## src/sv/awrtc_pkg.sv

```systemverilog
// Shared types, constants and kernel helper functions of the resample tap combiner.
`timescale 1ns / 1ps

package awrtc_pkg;

   localparam int WFB       = 14;
   localparam int DIST_BITS = 12;
   localparam int DIST_ONE  = 1 << DIST_BITS;
   localparam int POLY_FRAC = 36;
   localparam int HALF_SH   = POLY_FRAC - WFB - 1;
   localparam int NUM_W     = 48;
   localparam int PREP_W    = 50;
   localparam int DIV_W     = 48;
   localparam int W_W       = 16;
   localparam int U_W       = 15;
   localparam int SQ_W      = 28;
   localparam int CU_W      = 43;

   localparam logic [2:0] KIND_BOX      = 3'd0;
   localparam logic [2:0] KIND_TRIANGLE = 3'd1;
   localparam logic [2:0] KIND_HERMITE  = 3'd2;
   localparam logic [2:0] KIND_QUAD     = 3'd3;
   localparam logic [2:0] KIND_CUBIC    = 3'd4;
   localparam logic [2:0] KIND_CATROM   = 3'd5;
   localparam logic [2:0] KIND_MITCHELL = 3'd6;
   // The remaining code selects no kernel and gives zero weight.
   localparam logic [2:0] KIND_NONE     = 3'd7;

   // Polynomial piece selected for one tap.
   localparam logic [3:0] P_ZERO  = 4'd0;
   localparam logic [3:0] P_BOX   = 4'd1;
   localparam logic [3:0] P_TRI   = 4'd2;
   localparam logic [3:0] P_HERM  = 4'd3;
   localparam logic [3:0] P_QIN   = 4'd4;
   localparam logic [3:0] P_QOUT  = 4'd5;
   localparam logic [3:0] P_CIN   = 4'd6;
   localparam logic [3:0] P_COUT  = 4'd7;
   localparam logic [3:0] P_CRIN  = 4'd8;
   localparam logic [3:0] P_CROUT = 4'd9;
   localparam logic [3:0] P_MIN   = 4'd10;
   localparam logic [3:0] P_MOUT  = 4'd11;

   localparam logic [1:0] DV_ONE   = 2'd0;
   localparam logic [1:0] DV_THREE = 2'd1;
   localparam logic [1:0] DV_NINE  = 2'd2;

   localparam logic [1:0] JOB_RED     = 2'd0;
   localparam logic [1:0] JOB_GREEN   = 2'd1;
   localparam logic [1:0] JOB_BLUE    = 2'd2;
   localparam logic [1:0] JOB_OPACITY = 2'd3;

   typedef struct packed {
      logic       load;
      logic       sq;
      logic       cu;
      logic       poly;
      logic       scale;
      logic       recip;
      logic       tw;
      logic       acc;
      logic       fload;
      logic       fstep;
      logic       fstore;
      logic       emit;
      logic [1:0] job;
   } cmd_type;

   typedef struct packed {
      logic last;
      logic div_done;
      logic out_free;
   } status_type;

   function automatic logic [16:0] abs_dist(logic signed [15:0] x);
      logic signed [16:0] xs;
      xs = {x[15], x};
      return xs[16] ? 17'(-xs) : 17'(xs);
   endfunction

   function automatic logic [3:0] piece_of(logic [2:0] kind, logic signed [15:0] x);
      logic [16:0] a;
      logic [3:0]  p;
      a = abs_dist(x);
      p = P_ZERO;
      unique case (kind)
         KIND_BOX: begin
            if (int'(x) >= -(DIST_ONE / 2) && int'(x) < DIST_ONE / 2) p = P_BOX;
         end
         KIND_TRIANGLE: begin
            if (a < 17'(DIST_ONE)) p = P_TRI;
         end
         KIND_HERMITE: begin
            if (a < 17'(DIST_ONE)) p = P_HERM;
         end
         KIND_QUAD: begin
            if (a < 17'(DIST_ONE / 2)) p = P_QIN;
            else if (a < 17'(3 * DIST_ONE / 2)) p = P_QOUT;
         end
         KIND_CUBIC: begin
            if (a < 17'(DIST_ONE)) p = P_CIN;
            else if (a < 17'(2 * DIST_ONE)) p = P_COUT;
         end
         KIND_CATROM: begin
            if (a < 17'(DIST_ONE)) p = P_CRIN;
            else if (a < 17'(2 * DIST_ONE)) p = P_CROUT;
         end
         KIND_MITCHELL: begin
            if (a < 17'(DIST_ONE)) p = P_MIN;
            else if (a < 17'(2 * DIST_ONE)) p = P_MOUT;
         end
         default: p = P_ZERO;
      endcase
      return p;
   endfunction

   // Base value fed to the square and cube multipliers for a piece.
   function automatic logic signed [U_W-1:0] u_of(logic [3:0] piece, logic signed [15:0] x);
      logic [16:0]        a;
      logic signed [18:0] t;
      a = abs_dist(x);
      unique case (piece)
         P_ZERO, P_BOX: t = '0;
         P_QOUT:        t = $signed({1'b0, a, 1'b0}) - $signed(19'(3 * DIST_ONE));
         P_COUT:        t = $signed(19'(2 * DIST_ONE)) - $signed({2'b00, a});
         default:       t = $signed({2'b00, a});
      endcase
      return U_W'(t);
   endfunction

endpackage

```

## src/sv/awrtc_ctrl.sv

```systemverilog
// Controller state machine sequencing the kernel, accumulate and normalize steps.
`timescale 1ns / 1ps

module awrtc_ctrl (
   input  logic                    clock,
   input  logic                    reset,
   input  logic                    req_tvalid,
   output logic                    req_tready,
   input  awrtc_pkg::status_type   status,
   output awrtc_pkg::cmd_type      cmd
);
   import awrtc_pkg::*;

   localparam logic [3:0] ST_IDLE   = 4'd0;
   localparam logic [3:0] ST_SQ     = 4'd1;
   localparam logic [3:0] ST_CU     = 4'd2;
   localparam logic [3:0] ST_POLY   = 4'd3;
   localparam logic [3:0] ST_SCALE  = 4'd4;
   localparam logic [3:0] ST_RECIP  = 4'd5;
   localparam logic [3:0] ST_TW     = 4'd6;
   localparam logic [3:0] ST_ACC    = 4'd7;
   localparam logic [3:0] ST_FLOAD  = 4'd8;
   localparam logic [3:0] ST_FRUN   = 4'd9;
   localparam logic [3:0] ST_FSTORE = 4'd10;
   localparam logic [3:0] ST_EMIT   = 4'd11;

   logic [3:0] state_ff, state_in;
   logic [1:0] job_ff, job_in;

   always_comb begin
      state_in = state_ff;
      job_in   = job_ff;
      cmd      = '0;
      cmd.job  = job_ff;
      unique case (state_ff)
         ST_IDLE: begin
            cmd.load = req_tvalid;
            if (req_tvalid) state_in = ST_SQ;
         end
         ST_SQ:    begin cmd.sq    = 1'b1; state_in = ST_CU;    end
         ST_CU:    begin cmd.cu    = 1'b1; state_in = ST_POLY;  end
         ST_POLY:  begin cmd.poly  = 1'b1; state_in = ST_SCALE; end
         ST_SCALE: begin cmd.scale = 1'b1; state_in = ST_RECIP; end
         ST_RECIP: begin cmd.recip = 1'b1; state_in = ST_TW;    end
         ST_TW:    begin cmd.tw    = 1'b1; state_in = ST_ACC;   end
         ST_ACC: begin
            cmd.acc = 1'b1;
            job_in  = JOB_RED;
            state_in = status.last ? ST_FLOAD : ST_IDLE;
         end
         ST_FLOAD: begin cmd.fload = 1'b1; state_in = ST_FRUN; end
         ST_FRUN: begin
            cmd.fstep = 1'b1;
            if (status.div_done) state_in = ST_FSTORE;
         end
         ST_FSTORE: begin
            cmd.fstore = 1'b1;
            if (job_ff == JOB_OPACITY) begin
               state_in = ST_EMIT;
            end else begin
               job_in   = job_ff + 2'd1;
               state_in = ST_FLOAD;
            end
         end
         ST_EMIT: begin
            cmd.emit = status.out_free;
            if (status.out_free) state_in = ST_IDLE;
         end
         default: state_in = ST_IDLE;
      endcase
   end

   always_ff @(posedge clock) begin
      if (reset) begin
         state_ff <= ST_IDLE;
         job_ff   <= JOB_RED;
      end else begin
         state_ff <= state_in;
         job_ff   <= job_in;
      end
   end

   assign req_tready = state_ff == ST_IDLE;

endmodule

```

## config.mk

```make
export PLATFORM = sky130hd
export DESIGN_NAME = awrtc_ctrl
export DESIGN_NICKNAME = d
export VERILOG_FILES = /design/src/sv/awrtc_pkg.sv /design/src/sv/awrtc_ctrl.sv
export SDC_FILE = /design/constraint.sdc
export NUM_CORES = 1
export LEC_CHECK = 0
export BUFFER_PORTS_ARGS = -buffer_cell sky130_fd_sc_hd__buf_2
export CORE_AREA = 2 2 39 41
export DETAILED_ROUTE_END_ITERATION = 10
export DIE_AREA = 0 0 41 43
export GPL_ROUTABILITY_DRIVEN = 0
export PLACE_DENSITY = 0.65
export SLEW_MARGIN = 15
export SYNTH_ARGS = -nofsm -noshare
export SYNTH_HDL_FRONTEND = slang
export SYNTH_SLANG_ARGS = --single-unit
export TNS_END_PERCENT = 100
```

## constraint.sdc

```tcl
create_clock -name clock -period 1.5 [get_ports clock]
set_input_delay 0.15 -clock clock [delete_from_list [all_inputs] [get_ports clock]]
set_output_delay 0.15 -clock clock [all_outputs]
set_load 0.005 [all_outputs]
```

==> results.cfg, run 1 <==
[outcome]
outcome = finished, final reports clean

[synthesis]
ys.warnings.count = 0
yosysUniqueCellTypes = 29
synth_area_um2 = 500
syn_nets = 72
ys_ff_latch = 6
synth.avg_cell_area_um2 = 7.70
ys_seq_area_share_pct = 24.0
netlist_instances = 65

[global_routing]
grt_pass1_wl_um = 1910
grtUsageTotal_pct = 15.5
antenna_found_initial = 0
overflow = 0
grt_max_degree = 12
grt_pass1_vias = 460

[critical_path]
crit_slowest_cell = dfxtp_4
path_cells = buf_4, nor4_4, and2_1, buf_2
worstPathMaxFanout = 8
r2r_slack_ns = 0.19
crit_type = reg2out
r2r-start = job_ff[0]
arrival_ns = 1.28
r2r_end = job_ff[0]
endpoint_kind = primary output
r2r.worst_path.cells = 5
cpPeakStageDelay_ns = 0.36
worstPathRequired_ns = 1.35
startpoint_type = flip-flop

[finish]
fin_nets = 99
area.sequential_um2 = 133
diodes = 0
nFillCells = 155
area_growth_syn_to_layout_pct = 37.0
multi_input_area_um2 = 350
final_util_pct = 49.5
drive_above_1_share_pct = 44.4
fin_cells = 106

[power_and_ir_drop]
ir_worst_vdd_v = 0.000516
pwr_density_cell_nw_per_um2 = 1240
power_switching_mw = 0.333
p_int_mw = 0.518
swShare_pct = 39.2
p_leak_nw = 0.339
power_frac_seq_pct = 32.9
pwr-share-comb_pct = 50.6
finalPower_mw = 0.851
clock_power_share_pct = 16.5

[die]
dieArea_um2 = 1760
floorplan.initialDensity_pct = 36.2
core_um2 = 1380
io_pins = 21
placementRows = 14
die_y_um = 43
fp.dieW_um = 41

[timing]
setup_viol = 0
slew_headroom_pct = 81.2
worst_slew_pin_slew_ns = 0.282
hold_ws_ns = 0.158
min_period_ns = 1.43
rsz0062_at_grt = no
slew_viol_final = 0
finalHoldViolCount = 0
clock_skew_ns = 0.00379
fin_setup_tns_ns = 0
fin_crit_sh_pct = 95.2
clock.fmax_mhz = 700

[detailed_routing]
drt_iter0_markers = 7
viasPerCell = 5.18
wl_per_cell_um = 10.8
wl_um = 1140
drc = 0
via_count = 549
dr.pass1.iters = 4
antenna_left = 0

[cts]
clock_path_buffers = 2
root_buffer = clkbuf_4
cts_buffers = 3
cts_tree = yes
clock-sinks = 6
clock_latency_ns = 0.24
clk_pin_slew_ns = 0.04
h-tree-depth = 1
holdBufCountCts = 0

[placed_design]
dp_hpwl_um = 913
dp_cells = 102
portBuffers = 20

[hold_path]
min_to = state_ff[3]
worstHoldStart = reset
min_path_cells = 2
hold_path.class = in2reg

[flow_run]
drv_cap = 0
synth_stat cells:
cell type / count / share of area [%]
nand2_1: 4 / 3.0
o21ai_0: 1 / 1.0
xor2_1: 1 / 1.8
mux2i_1: 1 / 2.0
a211oi_1: 1 / 1.5
nor4b_2: 1 / 3.0
nor2_1: 8 / 6.0
nor4_2: 1 / 2.5
buf_6: 1 / 2.2
nand2b_1: 3 / 3.8
and3b_1: 3 / 5.3
inv_1: 2 / 1.5
a31oi_1: 1 / 1.3
nand2b_2: 1 / 1.8
and2_1: 1 / 1.3
a2111oi_2: 1 / 3.0
a21oi_1: 3 / 3.0
nor4_1: 1 / 1.3
nand3b_1: 1 / 1.5
ha_1: 1 / 2.5
nor3_4: 1 / 3.3
o2111ai_1: 1 / 1.8
dfxtp_1: 6 / 24
nor3_2: 1 / 2.0
nor2b_1: 2 / 2.5
nor3_1: 8 / 8.0
buf_2: 4 / 4.0
o21ai_1: 4 / 4.0
o21a_1: 1 / 1.5
per-layer routing:
| layer | up-vias | GRT usage, % | share of wire, % |
|---|---|---|---|
| met3 | 0 | 3.14 | 4.0 |
| met4 | 0 | 8.00 | 0 |
| met2 | 13 | 24.7 | 50 |
| li1 | 285 | - | - |
| met1 | 251 | 18.4 | 46 |
| met5 | - | 0 | 0 |
cell type report:
class / count / area share [%]
Tap cell: 16 / 2.92
Inverter: 2 / 1.09
Sequential cell: 6 / 19.3
Clock buffer: 3 / 3.28
Timing Repair Buffer: 27 / 22.3
Multi-Input combinational cell: 52 / 51.1
metrics by stage:
step	cell area, um2	setup WS (ns)
5_1_grt	686	0.00233
4_1_cts	668	0.0125
3_3_place_gp	634	0.146
2_1_floorplan	500	0.263
3_5_place_dp	634	0.104
6_report	686	0.0715
sequential cells by signal, indices dropped and copies added (netlist names):
name,count
job_ff,2
state_ff,4
critical path: cells and delay by family (launching register included):
family	cells	cell delay (ns)
flops	1	0.36
simple gates	2	0.43
buf+inv	2	0.25
cell usage in the layout (no fill, tap or decap):
cell type / instances
dfxtp_2: 1
inv_1: 2
a2111oi_2: 1
o21ai_0: 1
nor3_1: 8
nand2b_2: 1
ha_1: 1
and3b_1: 3
o21ai_1: 4
nor2_1: 8
and2_1: 1
o21a_1: 1
nor3_4: 1
xor2_1: 1
nor3_2: 1
dfxtp_4: 3
o2111ai_1: 1
nand3b_1: 1
nand2b_1: 3
nor2b_1: 2
nor4b_2: 1
a21oi_1: 3
nand2_1: 4
clkbuf_4: 3
a31oi_1: 1
a211oi_1: 1
dfxtp_1: 2
nor4_1: 1
mux2i_1: 1
nor4_4: 1
buf_2: 20
buf_4: 7
cells by family after synthesis:
group           share of synthesized area [%]
simple gates                             45.0
compound gates                           17.0
buf+inv                                  7.75
flops                                    24.0
xor+xnor                                 1.75
mux                                      2.00
fa+ha+maj                                2.50
power by group through the flow:
stage | clock network, mW | registers (mW) | logic [mW]
floorplan | 0 | 0.212 | 0.333
global placement | 0 | 0.266 | 0.408
detailed placement | 0 | 0.266 | 0.412
CTS | 0.153 | 0.273 | 0.429
global route | 0.161 | 0.291 | 0.481
finish | 0.141 | 0.280 | 0.430
worst max-delay path by stage:
stage	start	to	slack, ns	cells after the start
after floorplan	state_ff[0]	state_ff[3]	0.26	5
after global placement	state_ff[0]	state_ff[3]	0.15	4
after detailed placement	state_ff[0]	state_ff[3]	0.10	4
after CTS	state_ff[3]	cmd[13]	0.01	4
after global routing	state_ff[3]	cmd[13]	0.002	4
final	state_ff[2]	cmd[13]	0.07	4
what timing repair did:
| item | 4_1_cts | 5_1_grt |
|---|---|---|
| setup buffers | 0 | 1 |
| pin swaps | 0 | 2 |
| resized for setup | 3 | 5 |
| setup endpoints to repair | 4 | 10 |
Note: power is estimated with default switching activity, not from simulation.
==> inputs of run 2 (changes only) <==
CELL_PAD_IN_SITES_DETAIL_PLACEMENT = 0   (was unset)
CELL_PAD_IN_SITES_GLOBAL_PLACEMENT = 2   (was unset)
CORE_AREA = unset   (was 2 2 39 41)
CORE_MARGIN = 2   (was unset)
CORE_UTILIZATION = 24   (was unset)
DIE_AREA = unset   (was 0 0 41 43)
PLACE_DENSITY = unset   (was 0.65)
PLACE_DENSITY_LB_ADDON = 0.1   (was unset)
==> run 2 against run 1 <==
Worst hold slack worse by 0.0023 ns. Critical endpoint unchanged. Sequential share of layout area down 1.4 points. Clock power about the same. Maximum frequency up 2.6%. Sequential cell count unchanged. Clock-buffer cell count unchanged. First-iteration DRC count down 43%. Highest routed layer is now met4. Power up 4.9%. Register-to-register slack worse by 0.02 ns. Combinational power up 9.8%. Critical path type unchanged. Core utilization down 13 points.
==> results.cfg, run 2 (same netlist as run 1, synthesis figures left out) <==
[power_and_ir_drop]
finalPower_mw = 0.892
pwr-share-comb_pct = 52.9
power_switching_mw = 0.347
p_int_mw = 0.545
ir_worst_vdd_v = 0.000618
swShare_pct = 38.9
clock_power_share_pct = 16.0
pwr_density_cell_nw_per_um2 = 1260
p_leak_nw = 0.348
power_frac_seq_pct = 31.1

[timing]
rsz0062_at_grt = no
slew_viol_final = 0
worst_slew_pin_slew_ns = 0.281
clock_skew_ns = 0.000385
min_period_ns = 1.39
clock.fmax_mhz = 718
fin_setup_tns_ns = 0
setup_viol = 0
slew_headroom_pct = 81.2
fin_crit_sh_pct = 92.8
finalHoldViolCount = 0

[outcome]
outcome = finished, final reports clean

[finish]
drive_above_1_share_pct = 45.7
reg_top3 = state_ff (4), job_ff (2)
fin_nets = 101
final_common_cell = buf_2
area_growth_syn_to_layout_pct = 41.7
top_register = state_ff
diodes = 0
layout_common_cells = buf_2, buf_4, nor2_1, nor3_1
largest_reg_flops = 4
nFillCells = 231

[critical_path]
endpoint_kind = primary output
crit_slowest_cell = dfxtp_2
worstPathMaxFanout = 7
cpPeakStageDelay_ns = 0.34
crit_buf_inv = 2
crit_type = reg2out
arrival_ns = 1.24
startpoint_type = flip-flop
path_cells = buf_4, nor4_4, and2_1, buf_2
worstPathRequired_ns = 1.35
critPathTopFamily = simple AND/OR/NAND/NOR gates

[die]
fp.dieW_um = 49.7
placementRows = 16
dieArea_um2 = 2470
floorplan.initialDensity_pct = 25.5
die_y_um = 49.7
core_um2 = 1960
io_pins = 21

[global_routing]
grt_pass1_wl_um = 2200
grt_pass1_vias = 494
overflow = 0
grtUsageTotal_pct = 11.7
grt_max_degree = 13
antenna_found_initial = 0

[detailed_routing]
antenna_left = 0
viasPerCell = 4.68
drc = 0
via_count = 557
wl_per_cell_um = 11.0
wl_um = 1310
drt_iter0_markers = 4
dr.pass1.iters = 4

[cts]
clock-sinks = 6
clock_latency_ns = 0.24
h-tree-depth = 1
clk_pin_slew_ns = 0.04
post_cts_buffers = 0
holdBufCountCts = 0
cts_buffers = 3
root_buffer = clkbuf_4
clock_path_buffers = 2
cts_tree = yes

[hold_path]
hold_path.class = in2reg

[flow_run]
drv_cap = 0

[placed_design]
portBuffers = 20
dp_hpwl_um = 1060
==> run 2: layout make-up <==
type | count | area [um2] | area share [%]
well taps | 27 | 33.8 | 4.76
repair buffers | 29 | 168 | 23.6
multi-input cells | 52 | 350 | 49.4
clock buffers | 3 | 22.5 | 3.17
flip-flops and latches | 6 | 128 | 18.0
inverters | 2 | 7.51 | 1.06
==> run 2: metrics by stage <==
step	util (%)	cells	worst slack, ns	hold WS, ns	instance area (um2)
floorplan	-	65	0.263	0.219	500
global placement	34.2	116	0.0820	0.410	671
detailed placement	34.2	116	0.0634	0.416	671
CTS	35.5	119	0.00119	0.154	696
global route	36.2	119	0.00258	0.152	709
finish	36.2	119	0.107	0.156	709
==> run 2: layer usage <==
layer / track usage, % / up-vias / share of wire (%)
met5: 0 / - / 0
met4: 8.33 / 0 / 1.5
met3: 0.909 / 2 / 2.5
met2: 17.1 / 10 / 48
met1: 16.0 / 260 / 48
li1: - / 285 / -
==> run 2: power by group through the flow <==
stage / combinational [mW] / sequential [mW] / clock (mW)
final: 0.472 / 0.277 / 0.143
after global placement: 0.464 / 0.266 / 0
after CTS: 0.463 / 0.267 / 0.152
after detailed placement: 0.461 / 0.266 / 0
after global routing: 0.528 / 0.288 / 0.163
after floorplan: 0.333 / 0.212 / 0
==> run 2: worst reg2reg max path, cell delays in order (launching register included) <==
cell	delay [ns]
dfxtp_1	0.32
ha_1	0.25
nor4b_2	0.27
o21ai_1	0.15
mux2i_1	0.17
nor2_1	0.05
==> run 2: path summary, 6_finish.rpt <==
kind / from / endpoint / slack (ns) / depth (start not counted)
setup / recovery: state_ff[2] / cmd[13] / 0.11 / 4
hold reg to reg: job_ff[1] / job_ff[1] / 0.47 / 2
setup reg to reg: job_ff[0] / job_ff[0] / 0.17 / 5
hold / removal: reset / state_ff[1] / 0.16 / 2
==> run 2: repair_timing <==
action,in CTS,in global routing
gates resized for setup,2,4
pin swaps,0,1
endpoints found under the setup margin,3,6
==> inputs of run 3 (changes only) <==
--- a/config.mk
+++ b/config.mk
@@ -19,2 +19,2 @@
 export SYNTH_SLANG_ARGS = --single-unit
-export TNS_END_PERCENT = 100
+export TNS_END_PERCENT = 10
==> constraint.sdc (replaced) <==
create_clock -name clock -period 1.5 [get_ports clock]
set_input_delay 0.3 -clock clock [delete_from_list [all_inputs] [get_ports clock]]
set_output_delay 0.3 -clock clock [all_outputs]
set_load 0.005 [all_outputs]
==> run 3 against run 2 <==
Combinational power fell by 4%. Core utilization rose by 0.51 points. Routed wire length increased by 2.9%. Sequential share of layout area up 0.79 points. Worst hold slack better by 0.14 ns. Sequential power is 5% higher. Critical endpoint unchanged.
==> results.cfg, run 3 (same netlist as run 1, synthesis figures left out) <==
[outcome]
outcome = finished, final reports clean

[power_and_ir_drop]
ir_worst_vdd_v = 0.000511
finalPower_mw = 0.891
p_leak_nw = 0.348
pwr_density_cell_nw_per_um2 = 1240

[placed_design]
dp_cells = 113
dp_hpwl_um = 1010
portBuffers = 20
placed_area_um2 = 648

[critical_path]
crit_slowest_cell = dfxtp_4
worstPathRequired_ns = 1.20
cpPeakStageDelay_ns = 0.37
crit_type = reg2out
crit_buf_inv = 1
path_cells = nor4_4, and2_1, buf_2
startpoint_type = flip-flop
critPathTopFamily = simple AND/OR/NAND/NOR gates
arrival_ns = 1.17
endpoint_kind = primary output
worstPathMaxFanout = 8

[die]
floorplan.initialDensity_pct = 25.5
io_pins = 21
fp.dieW_um = 49.7
core_um2 = 1960
dieArea_um2 = 2470
die_y_um = 49.7
placementRows = 16

[detailed_routing]
viasPerCell = 4.77
wl_per_cell_um = 11.6
dr.pass1.iters = 3
drt_iter0_markers = 6
drc = 0
wl_um = 1350
antenna_left = 0
via_count = 553

[cts]
h-tree-depth = 1
clk_pin_slew_ns = 0.05
clock-sinks = 6
clock_latency_ns = 0.24
cts_tree = yes
root_buffer = clkbuf_4
clock_path_buffers = 2
cts_buffers = 3

[finish]
area_growth_syn_to_layout_pct = 43.8
final_common_cell = buf_2
fin_area_um2 = 719
top_register = state_ff
fin_nets = 98
nFillCells = 247
drive_above_1_share_pct = 49.4
fin_cells = 116
final_util_pct = 36.7
layout_common_cells = buf_2, nor2_1, buf_4
reg_top3 = state_ff (4), job_ff (2)
largest_reg_flops = 4
diodes = 0

[global_routing]
overflow = 0
antenna_found_initial = 0
grtUsageTotal_pct = 12.8
grt_pass1_wl_um = 2440
grt_pass1_vias = 555
grt_max_degree = 14

[timing]
slew_viol_final = 0
setup_viol = 0
rsz0062_at_grt = yes
min_period_ns = 1.47
hold_ws_ns = 0.300
clock_skew_ns = 0.00498
fin_crit_sh_pct = 97.9
clock.fmax_mhz = 681
worst_slew_pin_slew_ns = 0.279
slew_headroom_pct = 81.4
finalHoldViolCount = 0

[hold_path]
hold_path.class = in2reg

[flow_run]
drv_cap = 0
## run 3: cell types whose count changed in the layout (fill, tap and decap cells not counted), sizes merged
cell	delta
buf	-3
## run 3: final cells by class
| class | instances | area, um2 | share of cell area, % |
|---|---|---|---|
| repair buffers | 26 | 145 | 20.2 |
| well taps | 27 | 33.8 | 4.70 |
| clock buffers | 3 | 22.5 | 3.13 |
| inverters | 2 | 7.51 | 1.04 |
| flip-flops and latches | 6 | 135 | 18.8 |
| multi-input cells | 52 | 375 | 52.2 |
## run 3: path summary, 6_finish.rpt
check                                  from           to  slack, ns  depth (start not counted)
worst max-delay path            state_ff[1]      cmd[13]       0.03                          3
worst min-delay path                  reset  state_ff[0]       0.30                          2
worst max register to register  state_ff[3]  state_ff[3]       0.19                          4
worst min register to register    job_ff[1]    job_ff[1]       0.47                          2
## run 3: metrics by stage
| step | TNS, ns | worst slack (ns) |
|---|---|---|
| 4_1_cts | -0.0536 | -0.0479 |
| 2_1_floorplan | 0 | 0.181 |
| 3_5_place_dp | 0 | 0.0406 |
| 6_report | 0 | 0.0321 |
| 3_3_place_gp | -0.0166 | -0.0166 |
| 5_1_grt | -0.162 | -0.0679 |
## run 3: per-layer routing
layer,global-route usage [%],part of all wire [%]
met1,17.4,48
met2,18.9,47
met3,3.03,3.6
met4,6.02,0.74
met5,0,0
## run 3: report_power, final
part | internal (mW) | switching [mW] | total, mW
Combinational | 0.236 | 0.219 | 0.455
Clock | 0.0903 | 0.0547 | 0.145
Sequential | 0.203 | 0.0878 | 0.291
## run 3: what timing repair did
action,4_1_cts,5_1_grt
pin swaps,0,1
gates resized for setup,7,7
buffers inserted,0,0
hold buffers,0,0
endpoints found under the setup margin,13,11
